===== config.mk =====
export PLATFORM = sky130hd
export DESIGN_NAME = aabbbp_match
export DESIGN_NICKNAME = d
export VERILOG_FILES = /design/src/sv/aabbbp_pkg.sv /design/src/sv/aabbbp_match.sv
export SDC_FILE = /design/constraint.sdc
export NUM_CORES = 1
export LEC_CHECK = 0
export BUFFER_PORTS_ARGS = -buffer_cell sky130_fd_sc_hd__buf_2
export CAP_MARGIN = 20
export CORE_AREA = 3 3 130 132
export DETAILED_ROUTE_END_ITERATION = 7
export DIE_AREA = 0 0 133 135
export GPL_TIMING_DRIVEN = 0
export MAX_ROUTING_LAYER = met4
export SYNTH_ARGS = -nofsm -noshare
export SYNTH_HDL_FRONTEND = slang
export SYNTH_SLANG_ARGS = --single-unit

===== constraint.sdc =====
create_clock -name vclk -period 2.2
set_clock_uncertainty 0.15 [all_clocks]
set_input_delay 0.22 -clock vclk [all_inputs]
set_output_delay 0.22 -clock vclk [all_outputs]
set_load 0.02 [all_outputs]

===== src/sv/aabbbp_pkg.sv =====
// ============================================================================
// aabbbp_pkg
// Shared types, constants and box widening helpers for the AABB broad phase.
// ============================================================================
package aabbbp_pkg;

    localparam int COORD_W   = 20;
    localparam int VERT_W    = 16;
    localparam int MARGIN_W  = 18;
    localparam int OUT_IDX_W = 6;
    localparam int CFG_IDX_W = 1;
    localparam int CFG_DATA_W = MARGIN_W;

    // configuration register indexes
    localparam logic [CFG_IDX_W-1:0] CFG_MARGIN = 1'd0;
    localparam logic [CFG_IDX_W-1:0] CFG_SKIP   = 1'd1;

    // request operation codes
    localparam logic OP_CLEAR = 1'b0;
    localparam logic OP_ADD   = 1'b1;

    localparam logic signed [COORD_W-1:0] COORD_MIN = 20'sh80000;
    localparam logic signed [COORD_W-1:0] COORD_MAX = 20'sh7FFFF;

    typedef struct packed {
        logic signed [COORD_W-1:0] x;
        logic signed [COORD_W-1:0] y;
        logic signed [COORD_W-1:0] z;
    } t_point;

    typedef struct packed {
        logic [VERT_W-1:0] va;
        logic [VERT_W-1:0] vb;
        logic [VERT_W-1:0] vc;
        t_point            lo;
        t_point            hi;
    } t_entry;

    // low side minus margin, clamped at the most negative coordinate
    function automatic logic signed [COORD_W-1:0] widen_lo(
        logic signed [COORD_W-1:0] c,
        logic [MARGIN_W-1:0]       m
    );
        logic signed [COORD_W:0] s;
        s = (COORD_W+1)'(c) - $signed({3'b000, m});
        if (s[COORD_W] != s[COORD_W-1]) begin
            return COORD_MIN;
        end
        return s[COORD_W-1:0];
    endfunction

    // high side plus margin, clamped at the most positive coordinate
    function automatic logic signed [COORD_W-1:0] widen_hi(
        logic signed [COORD_W-1:0] c,
        logic [MARGIN_W-1:0]       m
    );
        logic signed [COORD_W:0] s;
        s = (COORD_W+1)'(c) + $signed({3'b000, m});
        if (s[COORD_W] != s[COORD_W-1]) begin
            return COORD_MAX;
        end
        return s[COORD_W-1:0];
    endfunction

endpackage


===== src/sv/aabbbp_match.sv =====
// ============================================================================
// aabbbp_match
// Pair test: inclusive box overlap on three axes plus optional shared-vertex
// rejection between a stored element and the element under test.
// ============================================================================
module aabbbp_match
    import aabbbp_pkg::*;
#(
    parameter int VERTS_PER_ELEMENT = 3
) (
    input  t_entry i_stored,
    input  t_entry i_probe,
    input  logic   i_skip_neighbors,
    output logic   o_hit
);

    logic [VERT_W-1:0] stored_v [3];
    logic [VERT_W-1:0] probe_v  [3];
    logic              overlap;
    logic              shared;

    always_comb begin
        stored_v[0] = i_stored.va;
        stored_v[1] = i_stored.vb;
        stored_v[2] = i_stored.vc;
        probe_v[0]  = i_probe.va;
        probe_v[1]  = i_probe.vb;
        probe_v[2]  = i_probe.vc;

        overlap = (i_stored.lo.x <= i_probe.hi.x) && (i_probe.lo.x <= i_stored.hi.x) &&
                  (i_stored.lo.y <= i_probe.hi.y) && (i_probe.lo.y <= i_stored.hi.y) &&
                  (i_stored.lo.z <= i_probe.hi.z) && (i_probe.lo.z <= i_stored.hi.z);

        shared = 1'b0;
        for (int i = 0; i < VERTS_PER_ELEMENT; i++) begin
            for (int j = 0; j < VERTS_PER_ELEMENT; j++) begin
                if (stored_v[i] == probe_v[j]) begin
                    shared = 1'b1;
                end
            end
        end

        o_hit = overlap && !(i_skip_neighbors && shared);
    end

endmodule


==> metrics.txt, run 1 <==
status finished, violations left; failing checks setup timing; Critical Path RT 1.83 ns; grt total ovfl 0; vias in the first global route 5645; Via density 4.69; RD Place Congestion 0.949; Max-cap violations 0; count of port buffers added during placement 338; core area 15800 sq um; fin worst setup slack -0.486 ns; post-synth cell types 34; initial antenna violation count 0; max_slew headroom 65.6%; Setup-failing EPs final 1; FF/Latch Area 0 sq um; final slew viol count 0; CP startpoint kind input pin; via count 5537; DRC Markers 0; Routed WL per cell 16.3 microns; Fin Setup TNS -0.486 ns; Hold Vio Cnt, Final 0; CP endpoint kind output port; RSZ-0062 raised after global routing true; placed insts 1174; fin cells 1181; Max VDD drop 0.134 mV; Crit Path Max Fanout 3; DRT Pass-1 Iters 4; switching power 0.686 mW; period utilisation layout 122%; antenna cells 0; largest net degree at the start of global routing 6; row count 46; Combinational Power Share 100.0%; All-Layer GR Usage 20.2%; commonest cells after routing, fill and taps aside buf_2 (326), xnor2_1 (113), inv_1 (100); switching part of the total 48.1%; Highest Clock Rate 372 MHz; Final ANT Viol Nets 0; LEAKAGE 3.79 nW; initial DRC count 116; Reg power frac 0%; Critical Path AT 2.32 ns; Yosys warning count 0; most common cell after layout, fill and taps aside buf_2; Crit Path Class in2out; I/O Pins 338; post-synth design cell area 4720 sq um; clock buffer count 0; Seq/Total Area, Yosys 0%; Nets 1424; Min Hold Slack 0.760 ns; DP Worst Slack -0.992 ns; Core Util, Final 47.1%; DP Wirelength 17.9 mm; Die Y 135 microns; clock power share 0%; Mapped Cells 620; Hold WC Path Type in2out; Slew @ Worst Pin 0.512 ns; initial core utilization 29.8%; layout cell share with drive strength beyond 1 45.2%; seq_cells 0; CTS Hold Bufs 0; die area 18000 sq um; pwr dens 191 nW/um^2; Mapped Nets 1077; Post-Syn Area per Cell 7.61 sq um; final wirelength 19.3 mm; Int Pwr 0.739 mW; die width 133 microns; Layout area overhead 58.0%; first-pass GRT wire length 28.4 mm; fin crit period 2.69 ns
[routing by layer]
layer / track usage (%) / routed length (microns) / vias to the layer above
met4: 2.77 / 316 / 0
li1: - / - / 2867
met1: 23.5 / 7740 / 2424
met5: - / 0 / -
met3: 2.79 / 1270 / 22
met2: 37.7 / 9970 / 224
[power by group through the flow]
stage | clock, mW | sequential, mW | combinational [mW]
6_report | 0 | 0 | 1.42
4_1_cts | 0 | 0 | 1.40
2_1_floorplan | 0 | 0 | 0.699
3_5_place_dp | 0 | 0 | 1.31
5_1_grt | 0 | 0 | 1.59
3_3_place_gp | 0 | 0 | 1.30
[layout make-up]
type	count	area, sq um
fill	1589	8380
multi-input combinational	496	4870
timing repair buffer	345	1820
inverter	124	495
tap	216	270
[logic make-up (layout without fill, tap and decap cells)]
family	count (synthesis)	count (layout)	synth area share (%)
simple gates	136	136	17.6
fa+ha+maj	120	120	31.8
buf+inv	124	469	9.87
xor+xnor	147	147	27.3
mux	3	3	0.637
compound gates	90	90	12.8
[cell usage after synthesis (all sizes together)]
cell / n / area share [%]
inv: 124 / 9.9
ha: 120 / 32
xnor2: 114 / 21
nand4: 52 / 6.9
a21oi: 42 / 4.6
xor2: 33 / 6.1
nand2: 17 / 1.4
nand3: 17 / 1.8
nor4: 16 / 2.1
a21o: 13 / 2.1
and4: 10 / 1.9
o21ai: 10 / 1.1
nor2: 8 / 0.64
nor2b: 6 / 0.80
o211ai: 6 / 0.96
a2111oi: 5 / 1.5
a21boi: 5 / 0.80
a221o: 5 / 1.1
and4bb: 3 / 0.80
mux2i: 3 / 0.64
nor4bb: 3 / 0.77
a211oi: 2 / 0.32
a22oi: 1 / 0.16
and2: 1 / 0.13
nor3: 1 / 0.11
o22ai: 1 / 0.27
or2: 1 / 0.13
or4: 1 / 0.16
[critical path: stages]
cell and delay [ns]:
buf_2 0.10, ha_1 0.33, a21oi_2 0.14, o21ai_1 0.07, a221o_1 0.36, a2111oi_4 0.34
mux2i_1 0.14, nor2_2 0.14, nor4bb_4 0.29, buf_4 0.18
[stage by stage]
stage / total power [mW] / instance area [sq um]
after floorplan: 0.699 / 5010
after global placement: 1.30 / 6970
after detailed placement: 1.31 / 6970
after CTS: 1.40 / 7350
after global routing: 1.59 / 7450
final: 1.42 / 7450
[timing repair]
item,4_1_cts,5_1_grt
setup endpoints to repair,1,1
resized for setup,55,17
setup buffers,5,2
pin swaps,32,19
[final timing paths]
path | start | endpoint | slack, ns | cells after the start
hold / removal | i_skip_neighbors | o_hit | 0.76 | 4
setup / recovery | i_stored[107] | o_hit | -0.49 | 10
No activity file was read; power rests on OpenSTA's default activity.
==> run 2, diff against run 1 <==
--- a/config.mk
+++ b/config.mk
@@ -5,13 +5,16 @@
 export SDC_FILE = /design/constraint.sdc
 export NUM_CORES = 1
 export LEC_CHECK = 0
+export ABC_AREA = 1
 export BUFFER_PORTS_ARGS = -buffer_cell sky130_fd_sc_hd__buf_2
 export CAP_MARGIN = 20
-export CORE_AREA = 3 3 130 132
+export CORE_ASPECT_RATIO = 0.7
+export CORE_MARGIN = 3
+export CORE_UTILIZATION = 36
 export DETAILED_ROUTE_END_ITERATION = 7
-export DIE_AREA = 0 0 133 135
 export GPL_TIMING_DRIVEN = 0
 export MAX_ROUTING_LAYER = met4
+export PLACE_DENSITY = 0.71
 export SYNTH_ARGS = -nofsm -noshare
 export SYNTH_HDL_FRONTEND = slang
 export SYNTH_SLANG_ARGS = --single-unit
==> run 2 against run 1 <==
Net effect: the run now ends clean; critical endpoint unchanged; flip-flop and latch count is the same; sequential share of layout area unchanged; cell area increased by 9.4%; power down 1.4%; non-clock buffer count fell by 3; first-iteration DRC count increased to 2.9 times the previous value; die area shrank 1.0%; fmax grew 29%; synthesized cell count rose by 84%; core utilization grew 4.9 points; combinational power is essentially flat; worst setup slack improved by 0.61 ns.
==> metrics.txt, run 2 <==
Synth area leader nand2_1; final slew viol count 0; Slew @ Worst Pin 0.228 ns; Pwr Total 1.40 mW; DRC Markers 0; Seq/Total Area, Yosys 0%; CP startpoint kind input pin; period utilisation layout 94.5%; Critical Path RT 1.83 ns; Max-cap violations 0; initial core utilization 37.1%; RD Place Congestion 0.911; fin cells 1690; Crit Path Max Fanout 2; Yosys warning count 0; die width 158 microns; Routed WL per cell 11.8 microns; Nets 1943; Via density 4.40; seq_cells 0; grt total ovfl 0; die area 17800 sq um; Die Y 112 microns; clock buffer count 0; pwr dens 172 nW/um^2; area share of the largest cell type after synthesis 30.1%; post-synth design cell area 5830 sq um; Layout area overhead 39.9%; most frequent cell after synthesis nand2_1; core area 15700 sq um; first-pass GRT wire length 30.2 mm; total of fill cells in the finished design 1697; post-route cell area 8150 sq um; largest net degree at the start of global routing 6; xor-xnor portion of the synthesized cell area 8.42%; Critical Path AT 1.71 ns; vias in the first global route 6679; Mapped Nets 1599; count of port buffers added during placement 338; placed cell areas 7770 sq um; Fin Setup TNS 0 ns; Post-Synth Adder-Cell Area 25.8%; cells along the critical path buf_2 > ha_1 > nand2_1 > nor2_4 > buf_4 > a21oi_2 > nand4_1 > nand3_2 > nand2_1 > inv_2 > nand2_2 > nor2_2 > buf_6; simple-gate portion of the synthesized area 43.1%; largest family of logic cells by synthesized area simple AND/OR/NAND/NOR gates; most common cell after layout, fill and taps aside nand2_1; Worst path slowest cell ha_1; DP Wirelength 18.1 mm; placed insts 1680; Final ANT Viol Nets 0; final wirelength 19.9 mm; cell mode on critical path nand2_1; Commonest cells post-synth nand2_1 (467), inv_1 (272), ha_1 (120), nor2_1 (120), xor2_1 (50); status complete, no violations; fin crit period 2.08 ns; Max VDD drop 0.0797 mV; Crit Path Class in2out; All-Layer GR Usage 21.0%; post-synthesis mux area share 0%; CP endpoint kind output port; CP max stage delay 0.32 ns; Compound-Gate Fraction of Synth Area 5.03%; Post-Syn Area per Cell 5.10 sq um; Core Util, Final 51.9%; initial DRC count 340; Setup-failing EPs final 0; CTS Hold Bufs 0; post-synth cell types 18; initial antenna violation count 5; Area contributors post-synth nand2_1 (30%), ha_1 (26%), inv_1 (18%); Hold Vio Cnt, Final 0; FF/Latch Area 0 sq um; layout cell share with drive strength beyond 1 28.0%; Min Hold Slack 0.658 ns; Highest Clock Rate 481 MHz; I/O Pins 338; DP Worst Slack -0.0644 ns; Mapped Cells 1142; commonest cells after routing, fill and taps aside nand2_1 (454), buf_2 (337), inv_1 (270); Hold WC Path Type in2out; max_slew headroom 84.6%; via count 7430; DRT Pass-1 Iters 6; LEAKAGE 5.59 nW; row count 38; fin worst setup slack 0.121 ns
==> run 2: cell count changes in the layout (fill, tap and decap cells not counted), sizes merged, moves of 5 or more <==
cell	change
nand4	-36
nand2	+457
diode	+6
inv	+150
a21o	-7
xor2	+17
nor2	+123
nor2b	-6
a221o	-5
o211ai	-6
xnor2	-108
a2111oi	-5
nor4	-16
and4	-10
==> run 2: per-layer routing <==
metal / GRT usage, % / routed length (microns)
met1: 27.5 / 9180
met2: 36.7 / 9310
met3: 2.54 / 1340
met4: 1.20 / 68
met5: - / 0
==> run 2: cell type report <==
cell class                 instances  area, sq um  share of cell area [%]
antenna                            6         15.0                   0.184
inverter                         274         1030                    12.6
multi-input combinational        868         5130                    62.9
tap                              200          250                    3.07
timing repair buffer             342         1730                    21.2
==> run 2: report_power, final <==
group          internal, mW  switching, mW   total (mW)
combinational         0.646          0.758         1.40
sequential                0              0            0
clock           0.000000365              0  0.000000365
total                 0.646          0.758         1.40
==> run 2: final timing paths <==
| check | to | slack [ns] | startpoint | depth (start not counted) |
|---|---|---|---|---|
| max | o_hit | 0.12 | i_stored[98] | 13 |
| min | o_hit | 0.66 | i_skip_neighbors | 5 |
==> run 2: what timing repair did <==
action / 4_1_cts / 5_1_grt
setup endpoints to repair: 1 / 1
resized for setup: 3 / 57
pin swaps: 0 / 33
buffers inserted: 0 / 4
==> run 2: kinds of logic (layout without fill, tap and decap cells) <==
logic type                 after synthesis  after routing
AOI/OAI and AO/OA                       55             55
xor gates and xnor gates                56             56
adders and majority gates              120            120
buffers and inverters                  274            616
other                                    0              6
and+or+nand+nor                        637            637
==> run 2: worst max-delay path, delay by kind of cell <==
kind | cells | cell delay, ns
AOI/OAI and AO/OA | 1 | 0.15
adders and majority gates | 1 | 0.32
buffers and inverters | 4 | 0.41
and+or+nand+nor | 7 | 0.59
